<file path="src/hdl/bdpf_pkg.sv">
// Shared types, codes and CRC-16 helpers for the boot download packet framer.
package bdpf_pkg;

    localparam int PAYLOAD_BYTES_DEF = 1024;

    // Action codes carried by an input item
    localparam logic [2:0] ACT_START  = 3'd0;
    localparam logic [2:0] ACT_IMAGE  = 3'd1;
    localparam logic [2:0] ACT_REPLY  = 3'd2;
    localparam logic [2:0] ACT_TMO    = 3'd3;
    localparam logic [2:0] ACT_FINISH = 3'd4;

    // Configuration register indexes
    localparam logic [1:0] CFG_MODE = 2'd0;
    localparam logic [1:0] CFG_ADDR = 2'd1;
    localparam logic [1:0] CFG_SIZE = 2'd2;

    localparam logic [7:0] SOH_HDR  = 8'hFE;
    localparam logic [7:0] SOH_DATA = 8'hDA;
    localparam logic [7:0] SOH_END  = 8'hED;
    localparam logic [7:0] REPLY_OK = 8'hAA;

    typedef struct packed {
        logic        we;
        logic [1:0]  idx;
        logic [31:0] data;
    } t_cfg_wr;

    typedef struct packed {
        logic [2:0] act;
        logic [7:0] db;
    } t_item;

    typedef struct packed {
        logic [7:0] data;
        logic       kind;
        logic       fend;
        logic       acc;
        logic       err;
    } t_res;

    typedef struct packed {
        logic       upd;
        logic       clr;
        logic [7:0] data;
    } t_crc_ctl;

    // Nibble table entry for poly 0x1021: n<<12 ^ n<<5 ^ n
    function automatic logic [15:0] crc_nib(input logic [3:0] n);
        crc_nib = {n, 12'h000} ^ {7'b0, n, 5'b0} ^ {12'h000, n};
    endfunction

    function automatic logic [15:0] crc_byte(input logic [15:0] c, input logic [7:0] b);
        logic [15:0] c1;
        c1 = {c[11:0], 4'h0} ^ crc_nib(b[7:4] ^ c[15:12]);
        crc_byte = {c1[11:0], 4'h0} ^ crc_nib(b[3:0] ^ c1[15:12]);
    endfunction

endpackage

</file>
<file path="src/hdl/bdpf_crc.sv">
// Running CRC-16 register, updated one frame byte per cycle while i_ctl.upd is set.
module bdpf_crc
    import bdpf_pkg::*;
(
    input  logic        i_clk,
    input  logic        i_rst_n,
    input  t_crc_ctl    i_ctl,
    output logic [15:0] o_crc
);

    logic [15:0] r_crc;
    logic [15:0] n_crc;

    always_comb begin
        n_crc = crc_byte(i_ctl.clr ? 16'h0000 : r_crc, i_ctl.data);
    end

    always_ff @(posedge i_clk) begin
        if (!i_rst_n) begin
            r_crc <= 16'h0000;
        end else if (i_ctl.upd) begin
            r_crc <= n_crc;
        end
    end

    assign o_crc = r_crc;

endmodule

</file>
<file path="src/hdl/bdpf_ctrl.sv">
// Link phase, frame counters, config registers and per-step result selection.
module bdpf_ctrl
    import bdpf_pkg::*;
#(
    parameter int PAYLOAD_BYTES = PAYLOAD_BYTES_DEF
) (
    input  logic        i_clk,
    input  logic        i_rst_n,
    input  t_cfg_wr     i_cfg,
    input  logic        i_hold_v,
    input  t_item       i_item,
    input  logic        i_adv,
    input  logic [15:0] i_crc,
    output t_res        o_res,
    output t_crc_ctl    o_crc_ctl
);

    localparam int BIF_W = $clog2(PAYLOAD_BYTES + 1);
    localparam logic [3:0] HDR_LAST = 4'd13;
    localparam logic [3:0] FIN_LAST = 4'd4;

    typedef enum logic [2:0] {
        PH_IDLE, PH_WAIT_HDR, PH_DATA, PH_WAIT_DATA, PH_WAIT_END, PH_REJECTED
    } t_phase;

    typedef enum logic [2:0] {
        PL_ERR, PL_VERDICT, PL_HDR, PL_IMG, PL_FIN
    } t_plan;

    t_phase            r_phase, n_phase;
    logic [7:0]        r_seq, n_seq;
    logic [BIF_W-1:0]  r_bif, n_bif;
    logic [31:0]       r_rem, n_rem;
    logic [3:0]        r_step, n_step;
    logic [7:0]        r_mode;
    logic [31:0]       r_addr;
    logic [31:0]       r_size;

    t_plan      plan;
    logic       open_frm, close_frm, last, cov, ok_reply;
    logic [3:0] last_step;
    logic [2:0] sub;
    logic [7:0] step_byte;

    assign open_frm  = (r_bif == '0);
    assign close_frm = (r_bif == BIF_W'(PAYLOAD_BYTES - 1)) || (r_rem == 32'd1);
    assign ok_reply  = (i_item.act == ACT_REPLY) && (i_item.db == REPLY_OK);

    always_comb begin
        plan = PL_ERR;
        case (i_item.act)
            ACT_START: begin
                if (r_phase == PH_IDLE || r_phase == PH_REJECTED) plan = PL_HDR;
            end
            ACT_IMAGE: begin
                if (r_phase == PH_DATA && r_rem != 32'd0) plan = PL_IMG;
            end
            ACT_REPLY, ACT_TMO: begin
                if (r_phase == PH_WAIT_HDR || r_phase == PH_WAIT_DATA ||
                    r_phase == PH_WAIT_END) plan = PL_VERDICT;
            end
            ACT_FINISH: begin
                if (r_phase == PH_DATA && r_rem == 32'd0) plan = PL_FIN;
            end
            default: plan = PL_ERR;
        endcase
    end

    // Image sub-step: 0 SOH, 1 seq, 2 ~seq, 3 payload, 4 CRC hi, 5 CRC lo
    always_comb begin
        sub       = open_frm ? r_step[2:0] : r_step[2:0] + 3'd3;
        last_step = 4'd0;
        step_byte = 8'h00;
        cov       = 1'b0;
        unique case (plan)
            PL_HDR: begin
                last_step = HDR_LAST;
                cov       = (r_step < 4'd12);
                unique case (r_step)
                    4'd0:    step_byte = SOH_HDR;
                    4'd1:    step_byte = 8'h00;
                    4'd2:    step_byte = 8'hFF;
                    4'd3:    step_byte = r_mode;
                    4'd4:    step_byte = r_size[31:24];
                    4'd5:    step_byte = r_size[23:16];
                    4'd6:    step_byte = r_size[15:8];
                    4'd7:    step_byte = r_size[7:0];
                    4'd8:    step_byte = r_addr[31:24];
                    4'd9:    step_byte = r_addr[23:16];
                    4'd10:   step_byte = r_addr[15:8];
                    4'd11:   step_byte = r_addr[7:0];
                    4'd12:   step_byte = i_crc[15:8];
                    default: step_byte = i_crc[7:0];
                endcase
            end
            PL_IMG: begin
                last_step = {1'b0, (close_frm ? 3'd5 : 3'd3) - (open_frm ? 3'd0 : 3'd3)};
                cov       = (sub < 3'd4);
                unique case (sub)
                    3'd0:    step_byte = SOH_DATA;
                    3'd1:    step_byte = r_seq;
                    3'd2:    step_byte = ~r_seq;
                    3'd3:    step_byte = i_item.db;
                    3'd4:    step_byte = i_crc[15:8];
                    default: step_byte = i_crc[7:0];
                endcase
            end
            PL_FIN: begin
                last_step = FIN_LAST;
                cov       = (r_step < 4'd3);
                unique case (r_step[2:0])
                    3'd0:    step_byte = SOH_END;
                    3'd1:    step_byte = r_seq;
                    3'd2:    step_byte = ~r_seq;
                    3'd3:    step_byte = i_crc[15:8];
                    default: step_byte = i_crc[7:0];
                endcase
            end
            default: begin
                last_step = 4'd0;
            end
        endcase
    end

    assign last = (r_step == last_step);

    always_comb begin
        o_res.data = step_byte;
        o_res.kind = (plan == PL_ERR) || (plan == PL_VERDICT);
        o_res.fend = last;
        o_res.acc  = (plan == PL_VERDICT) && ok_reply;
        o_res.err  = (plan == PL_ERR);
        o_crc_ctl.upd  = i_hold_v && i_adv && cov;
        o_crc_ctl.clr  = (r_step == 4'd0) &&
                         ((plan == PL_HDR) || (plan == PL_FIN) || (plan == PL_IMG && open_frm));
        o_crc_ctl.data = step_byte;
    end

    // Phase and frame counters move only on an item's last step; the step count advances on the others
    always_comb begin
        n_phase = r_phase;
        n_seq   = r_seq;
        n_bif   = r_bif;
        n_rem   = r_rem;
        n_step  = r_step;
        if (i_hold_v && i_adv) begin
            if (!last) begin
                n_step = r_step + 4'd1;
            end else begin
                n_step = 4'd0;
                unique case (plan)
                    PL_HDR: begin
                        n_seq   = 8'd1;
                        n_bif   = '0;
                        n_rem   = r_size;
                        n_phase = PH_WAIT_HDR;
                    end
                    PL_IMG: begin
                        n_rem = r_rem - 32'd1;
                        if (close_frm) begin
                            n_bif   = '0;
                            n_seq   = r_seq + 8'd1;
                            n_phase = PH_WAIT_DATA;
                        end else begin
                            n_bif = r_bif + BIF_W'(1);
                        end
                    end
                    PL_FIN: n_phase = PH_WAIT_END;
                    PL_VERDICT: begin
                        if (ok_reply) n_phase = (r_phase == PH_WAIT_END) ? PH_IDLE : PH_DATA;
                        else          n_phase = PH_REJECTED;
                    end
                    default: n_phase = r_phase;
                endcase
            end
        end
    end

    always_ff @(posedge i_clk) begin
        if (!i_rst_n) begin
            r_phase <= PH_IDLE;
            r_seq   <= 8'd1;
            r_bif   <= '0;
            r_rem   <= 32'd0;
            r_step  <= 4'd0;
            r_mode  <= 8'd1;
            r_addr  <= 32'd0;
            r_size  <= 32'd0;
        end else begin
            r_phase <= n_phase;
            r_seq   <= n_seq;
            r_bif   <= n_bif;
            r_rem   <= n_rem;
            r_step  <= n_step;
            if (i_cfg.we) begin
                unique case (i_cfg.idx)
                    CFG_MODE: r_mode <= i_cfg.data[7:0];
                    CFG_ADDR: r_addr <= i_cfg.data;
                    CFG_SIZE: r_size <= i_cfg.data;
                    default:  ;
                endcase
            end
        end
    end

`ifndef NO_ASSERTIONS
    a_step_bound: assert property (@(posedge i_clk) disable iff (!i_rst_n)
        i_hold_v |-> (r_step <= last_step))
        else $error("step past end of item");
    a_bif_bound: assert property (@(posedge i_clk) disable iff (!i_rst_n)
        r_bif < BIF_W'(PAYLOAD_BYTES))
        else $error("frame byte count overflow");
    a_step_idle: assert property (@(posedge i_clk) disable iff (!i_rst_n)
        !i_hold_v |-> (r_step == 4'd0))
        else $error("step count left over without an item");
`endif

endmodule

</file>
<file path="src/hdl/boot_download_packet_framer_top.sv">
// Top level of the boot download packet framer: item hold stage and result register.
// An accepted item is registered in the hold stage, and each of its results then in the result register.
// Throughput: one result per cycle while i_out_ready holds; an item giving n results (1..14)
// stays held until its last result; the single result register is fed from the per-step byte selection.
// Single-result items (replies, errors, most image bytes) sustain one item per cycle while the output is ready.
// Reset: synchronous active-low; resets phase, counters (sequence 1), CRC, config (mode 1) and valids.
module boot_download_packet_framer_top
    import bdpf_pkg::*;
#(
    parameter int PAYLOAD_BYTES = PAYLOAD_BYTES_DEF
) (
    input  logic        i_clk,
    input  logic        i_rst_n,
    // input items
    input  logic        i_in_valid,
    output logic        o_in_ready,
    input  logic [2:0]  i_action,
    input  logic [7:0]  i_data_byte,
    // result items
    output logic        o_out_valid,
    input  logic        i_out_ready,
    output logic [7:0]  o_out_byte,
    output logic        o_out_kind,
    output logic        o_frame_end,
    output logic        o_accepted,
    output logic        o_order_error,
    // configuration writes
    input  logic        i_cfg_we,
    input  logic [1:0]  i_cfg_idx,
    input  logic [31:0] i_cfg_wdata
);

    // Hold stage: the item being expanded into results
    logic     r_hv;
    t_item    r_item;
    // Result register
    logic     r_ov;
    t_res     r_res;

    t_res     step_res;
    t_crc_ctl crc_ctl;
    t_cfg_wr  cfg;
    logic [15:0] crc;
    logic     adv;
    logic     in_acc;

    assign cfg.we   = i_cfg_we;
    assign cfg.idx  = i_cfg_idx;
    assign cfg.data = i_cfg_wdata;

    // One step of the held item moves into the result register whenever it is empty or being drained
    assign adv        = r_hv && (!r_ov || i_out_ready);
    // The next item enters when none is held or as the held one issues its last result
    assign o_in_ready = !r_hv || (adv && step_res.fend);
    assign in_acc     = i_in_valid && o_in_ready;

    bdpf_ctrl #(
        .PAYLOAD_BYTES (PAYLOAD_BYTES)
    ) u_ctrl (
        .i_clk     (i_clk),
        .i_rst_n   (i_rst_n),
        .i_cfg     (cfg),
        .i_hold_v  (r_hv),
        .i_item    (r_item),
        .i_adv     (adv),
        .i_crc     (crc),
        .o_res     (step_res),
        .o_crc_ctl (crc_ctl)
    );

    bdpf_crc u_crc (
        .i_clk   (i_clk),
        .i_rst_n (i_rst_n),
        .i_ctl   (crc_ctl),
        .o_crc   (crc)
    );

    always_ff @(posedge i_clk) begin
        if (!i_rst_n) begin
            r_hv <= 1'b0;
        end else if (in_acc) begin
            r_hv <= 1'b1;
        end else if (adv && step_res.fend) begin
            r_hv <= 1'b0;
        end
    end

    always_ff @(posedge i_clk) begin
        if (in_acc) begin
            r_item.act <= i_action;
            r_item.db  <= i_data_byte;
        end
    end

    always_ff @(posedge i_clk) begin
        if (!i_rst_n) begin
            r_ov <= 1'b0;
        end else if (adv) begin
            r_ov <= 1'b1;
        end else if (i_out_ready) begin
            r_ov <= 1'b0;
        end
    end

    always_ff @(posedge i_clk) begin
        if (adv) begin
            r_res <= step_res;
        end
    end

    assign o_out_valid   = r_ov;
    assign o_out_byte    = r_res.data;
    assign o_out_kind    = r_res.kind;
    assign o_frame_end   = r_res.fend;
    assign o_accepted    = r_res.acc;
    assign o_order_error = r_res.err;

`ifndef NO_ASSERTIONS
    a_load_hold: assert property (@(posedge i_clk) disable iff (!i_rst_n)
        in_acc |=> r_hv)
        else $error("accepted item not held");
    a_report_fmt: assert property (@(posedge i_clk) disable iff (!i_rst_n)
        (o_out_valid && o_out_kind) |-> (o_frame_end && o_out_byte == 8'h00))
        else $error("verdict or error report malformed");
    a_err_noacc: assert property (@(posedge i_clk) disable iff (!i_rst_n)
        (o_out_valid && o_order_error) |-> (o_out_kind && !o_accepted))
        else $error("order error with accepted flag");
    a_byte_flags: assert property (@(posedge i_clk) disable iff (!i_rst_n)
        (o_out_valid && !o_out_kind) |-> (!o_accepted && !o_order_error))
        else $error("frame byte carries verdict flags");
`endif

endmodule
</file>
<file path="config.mk">
export PLATFORM = sky130hd
export DESIGN_NAME = boot_download_packet_framer_top
export DESIGN_NICKNAME = d
export VERILOG_FILES = /design/src/hdl/bdpf_pkg.sv /design/src/hdl/bdpf_crc.sv /design/src/hdl/bdpf_ctrl.sv /design/src/hdl/boot_download_packet_framer_top.sv
export SDC_FILE = /design/constraint.sdc
export NUM_CORES = 1
export LEC_CHECK = 0
export ABC_AREA = 1
export BUFFER_PORTS_ARGS = -buffer_cell sky130_fd_sc_hd__buf_2
export CAP_MARGIN = 40
export CORE_UTILIZATION = 40
export DETAILED_ROUTE_END_ITERATION = 12
export GPL_ROUTABILITY_DRIVEN = 0
export REMOVE_ABC_BUFFERS = 1
export SETUP_SLACK_MARGIN = 0.1
export SLEW_MARGIN = 20
export SYNTH_ARGS = -nofsm -noshare
export SYNTH_HDL_FRONTEND = slang
export SYNTH_SLANG_ARGS = --single-unit
</file>
<file path="constraint.sdc">
create_clock -name i_clk -period 3.8 [get_ports i_clk]
set_clock_uncertainty 0.05 [all_clocks]
set_input_delay 0.38 -clock i_clk [delete_from_list [all_inputs] [get_ports i_clk]]
set_output_delay 0.38 -clock i_clk [all_outputs]
set_load 0.01 [all_outputs]
</file>
== Word-level counts from Yosys, hierarchy flattened ==
Cells that the tools add are included.

* Add/sub/neg operators: 6
* Magnitude comparators: 3
* Equality and inequality tests: 39
* Muxes and demuxes: 29
* Bitwise gates (word level): 9
* Reductions and logical operators: 43

{| class="wikitable"
|+ Operators by type and width
! cell !! number
|-
| $pmux 8 s13 || 1
|-
| $pmux 32 s2 || 1
|-
| $pmux 8 s5 || 1
|-
| $eq 32x1->1 const B || 1
|-
| $logic_not 32->1 || 1
|-
| $pmux 8 s4 || 1
|-
| $reduce_bool 32->1 || 1
|-
| $sub 32x1->32 const B || 1
|-
| $xor 16x16->16 || 2
|-
| $xor 16x4->16 || 2
|-
| $xor 16x9->16 || 2
|-
| $eq 3x2->1 const B || 10
|-
| $pmux 3 s4 || 2
|-
| $pmux 8 s3 || 1
|-
| $pmux 11 s2 || 1
|-
| $eq 4x4->1 const B || 5
|-
| $eq 4x3->1 const B || 4
|-
| $mux 16 || 1
|-
| $pmux 8 s2 || 1
|-
| $eq 3x1->1 const B || 5
|-
| $eq 3x3->1 const B || 5
|-
| $logic_not 3->1 || 5
|-
| $mux 3 || 5
|-
| $pmux 4 s3 || 1
|-
| other kinds (36) || 69
|}

* Register bits after elaboration: 171
* Input bits: 50
* Output and inout port bits: 14
* Logic and storage cells: 147

== Depth between registers and ports, before layout ==
* Depth after elaboration: 18
* Gate-level depth with buffers: 25
* Mapped depth without buffers: 24

== Modules after synthesis ==
Synthesis repeated with hierarchy kept, for this count alone.

* Cell total of the unflattened synthesis: 1563
* Area total of the unflattened synthesis: 10152.2 µm²

{| class="wikitable"
|+ By module, submodules not included
! module !! times used !! cells an instance !! area an instance (µm²) !! sequential area each (µm²)
|-
| bdpf_ctrl || 1 || 1347 || 8301.7 || 2602.5
|-
| bdpf_crc || 1 || 180 || 1062.3 || 320.3
|-
| boot_download_packet_framer_top || 1 || 36 || 788.3 || 730.7
|}

== Worst setup path before layout ==
Ideal clock, no wire load.

* Path kind: register to register
* Start: register u_ctrl.r_bif[0]
* End: register r_item[0] (netlist name) (enable)
* Library setup time: 0.383 ns
* Arrival: 2.724 ns
* Data required time: 3.367 ns
* Path slack: 0.643 ns
* Cell stages (with the launch flop): 14
* Buffers on the path: 0
* Period minus slack after synthesis: 3.157 ns
* Cells stage by stage: dfxtp_1 > ha_1 > nand2_1 > nor2_1 > nand4_1 > nor2_1 > nand3_1 > o21ai_0 > ha_1 > nand3_1 > nand3_1 > nor2_4 > nand2_4 > a21oi_1

{| class="wikitable"
|+ RTL lines
! element !! RTL line !! text
|-
| start, declared || bdpf_ctrl.sv:32 || <nowiki>logic [BIF_W-1:0] r_bif, n_bif;</nowiki>
|-
| start signal, assigned || bdpf_ctrl.sv:192 || <nowiki>r_bif <= n_bif;</nowiki>
|-
| end, declared || boot_download_packet_framer_top.sv:35 || <nowiki>t_item r_item;</nowiki>
|}

==> flow_summary.json <==
{
  "reg2reg_to": "u_crc.o_crc[8]",
  "path_clk_slew_ns": 0.07,
  "avgSynthCellArea_um2": 6.61,
  "hp-class": "in2reg",
  "cts_tree": "done",
  "hpwl_mm": 23.0,
  "worstSetupPathType": "reg2out",
  "final_area_mm2": 0.0110,
  "grt_util_all_layers": 0.259,
  "clock_latency_ns": 0.45,
  "cts_hold_buf": 0,
  "drive_above_1_share": 0.0932,
  "p_leak_nw": 4.72,
  "dpl_cell_area_mm2": 0.0104,
  "yosysSeqAreaShare": 0.376,
  "grt_max_degree": 90,
  "yosys.area.top_type_share": 0.305,
  "cp.required_ns": 3.37,
  "r2r_start": "u_ctrl.r_step[0]",
  "cts_inserted_buffers": 17,
  "ios": 64,
  "r2r_slack_ns": 0.45,
  "firstDrtPassIters": 5,
  "cts_setup_buffers": 0,
  "crit_fanout": 17,
  "post-route-util": 0.463,
  "die_w_um": 158,
  "grt_first_pass_wirelength_mm": 49.2,
  "start_util": 0.411,
  "fp-row-count": 56,
  "ys.flop_type": "dfxtp_1",
  "die_area_mm2": 0.0250,
  "via_per_inst": 5.38,
  "maxCapViolations": 0,
  "core_area_mm2": 0.0237,
  "ys_async_sr_fraction": 0,
  "wl_mm": 31.1,
  "post-place-cells": 1821,
  "ys_types": 44,
  "end_kind": "output pin",
  "power_density_mw_per_mm2": 402,
  "drc": 0,
  "rsz0062_at_grt": "no",
  "irDropWorstVdd_uv": 200,
  "wire_per_inst_um": 16.8,
  "min_period_over_period": 0.910,
  "vias": 9964,
  "min_from": "i_action[0]",
  "arrival_ns": 3.03,
  "antenna_found_initial": 0,
  "synth_top_area_cell": "dfxtp_1",
  "setup-tns-final_ns": 0,
  "syn_area_mm2": 0.00973,
  "cts_sinks": 171,
  "cts_max_level": 4,
  "hold_end": "r_item[8]",
  "setup_violations": 0,
  "reg2regPathDepth": 20,
  "yosysWarnings": 0,
  "ys_ff_latch": 171,
  "drv_slew": 0,
  "drt_iter0_markers": 852,
  "final_cells": 1853,
  "cts_buffer_depth": 2,
  "grt_overflow": 0,
  "root_buffer": "clkbuf_16",
  "area_growth_pct": 12.6,
  "status": "completed",
  "hold_path_depth": 1,
  "synth_edf_count": 23,
  "die_h_um": 158,
  "period_needed_ns": 3.46,
  "worst_pin_slew_ns": 0.652,
  "start_kind": "flop",
  "syn-instance-count": 1473,
  "synth_area_leaders": "dfxtp_1, nand2_1, o21ai_0",
  "fmax_mhz": 289,
  "grt_pass1_vias": 9172,
  "relSlewSlack": 0.564,
  "antenna_cells": 0,
  "nets": 1583,
  "io_buffers": 63,
  "ant_nets": 0,
  "final_hold_viol_count": 0
}
==> registers in the layout, indices dropped and copies added, names as in the netlist <==
name,cells
u_crc.o_crc,16
o_out_byte,8
o_accepted,1
o_order_error,1
r_hv,1
r_item,11
o_out_kind,1
u_ctrl.r_step,4
u_ctrl.r_mode,8
o_out_valid,1
o_frame_end,1
u_ctrl.r_bif,11
u_ctrl.r_rem,32
u_ctrl.r_phase,3
u_ctrl.r_size,32
u_ctrl.r_addr,32
u_ctrl.r_seq,8
==> cell usage in the layout (no fill, tap or decap), types with 4 or more instances in the layout <==
cell type / synthesis / routed
xor2_1: 27 / 27
nand4_1: 25 / 25
nor2_1: 203 / 202
clkinv_1: 4 / 4
dfxtp_1: 148 / 148
inv_2: 7 / 7
a21oi_1: 109 / 109
inv_8: 0 / 6
nand3b_1: 16 / 16
inv_1: 178 / 178
o21ai_0: 162 / 161
nor3_1: 19 / 19
o22ai_1: 23 / 23
nor2_4: 3 / 4
o21ai_1: 4 / 4
a31oi_1: 18 / 18
buf_2: 13 / 63
buf_4: 3 / 19
o211ai_1: 5 / 5
nor2_2: 5 / 5
clkbuf_16: 0 / 17
ha_1: 12 / 12
nand2_1: 311 / 311
nand3_1: 84 / 83
edfxtp_1: 23 / 23
==> cell type report <==
cell class	instances	area, um2
Multi-Input combinational cell	1058	5130
Sequential cell	171	3650
Clock inverter	15	151
Inverter	189	709
Fill cell	2526	12700
Timing Repair Buffer	84	493
Tap cell	319	399
Clock buffer	17	425
==> metal layers <==
layer	GRT usage	part of all wire
met1	0.357	0.47
met2	0.402	0.44
met3	0.0411	0.068
met4	0.0998	0.026
met5	0	0
==> critical path, cell delays in order, from the launching register on <==
cell	delay, ns
dfxtp_1	0.38
inv_1	0.07
ha_1	0.22
nand2_1	0.14
nor2_2	0.07
nand2_1	0.16
nor2_2	0.10
nor2_4	0.33
nand2_1	0.13
nand2_1	0.13
xor2_1	0.17
nand3_1	0.14
nor2_4	0.18
nand2_4	0.11
nand2_1	0.12
buf_2	0.14
==> where the power goes <==
group	switching [W]	leakage, nW	internal [W]
logic	0.000483	3.01	0.000228
clock network	0.000862	0.289	0.000876
registers	0.0000525	1.42	0.00191
==> metrics by stage <==
stage | setup slack (ns) | hold WS, ns | total power [W]
after floorplan | -0.735 | 0.373 | 0.00245
after global placement | 0.625 | 0.385 | 0.00269
after detailed placement | 0.495 | 0.392 | 0.00270
after CTS | 0.202 | 0.0521 | 0.00442
after global routing | 0.123 | 0.0501 | 0.00460
final | 0.340 | 0.0609 | 0.00441
==> timing repair <==
action,4_1_cts,5_1_grt
gates resized for setup,0,2
setup endpoints to repair,0,11
endpoints found under the hold margin,0,0
==> worst max-delay path by stage <==
stage                     from                to  cells after the start
6_report       u_ctrl.r_rem[0]        o_in_ready                     15
5_1_grt        u_ctrl.r_bif[0]        o_in_ready                     15
4_1_cts        u_ctrl.r_bif[0]        o_in_ready                     15
3_5_place_dp   u_ctrl.r_bif[0]   u_ctrl.r_seq[1]                     17
3_3_place_gp   u_ctrl.r_bif[0]   u_ctrl.r_seq[1]                     17
2_1_floorplan  u_ctrl.r_rem[0]  u_ctrl.r_rem[25]                     17
==> synthesized netlist by cell type (4+ instances only) <==
master and n:
o22ai_1 23, nor3_1 19, nor2_1 203, inv_2 7
nand3b_1 16, clkbuf_1 35, nand4_1 25, nand2_1 311
edfxtp_1 23, a21oi_1 109, dfxtp_1 148, a31oi_1 18
o21ai_0 162, buf_2 13, ha_1 12, o211ai_1 5
nor2_2 5, clkinv_1 4, xor2_1 27, nand3_1 84
inv_1 178, o21ai_1 4
==> kinds of logic (layout without fill, tap and decap cells) <==
kind of cell | Yosys count | in the layout | share of synthesized area
AND/OR/NAND/NOR | 681 | 681 | 0.299
AO/OA/AOI/OAI | 336 | 336 | 0.185
buffers and inverters | 244 | 305 | 0.0993
flip-flops | 171 | 171 | 0.376
XOR/XNOR | 29 | 29 | 0.0261
adder cells (fa/ha/maj) | 12 | 12 | 0.0154
No activity file was read; power rests on OpenSTA's default activity.
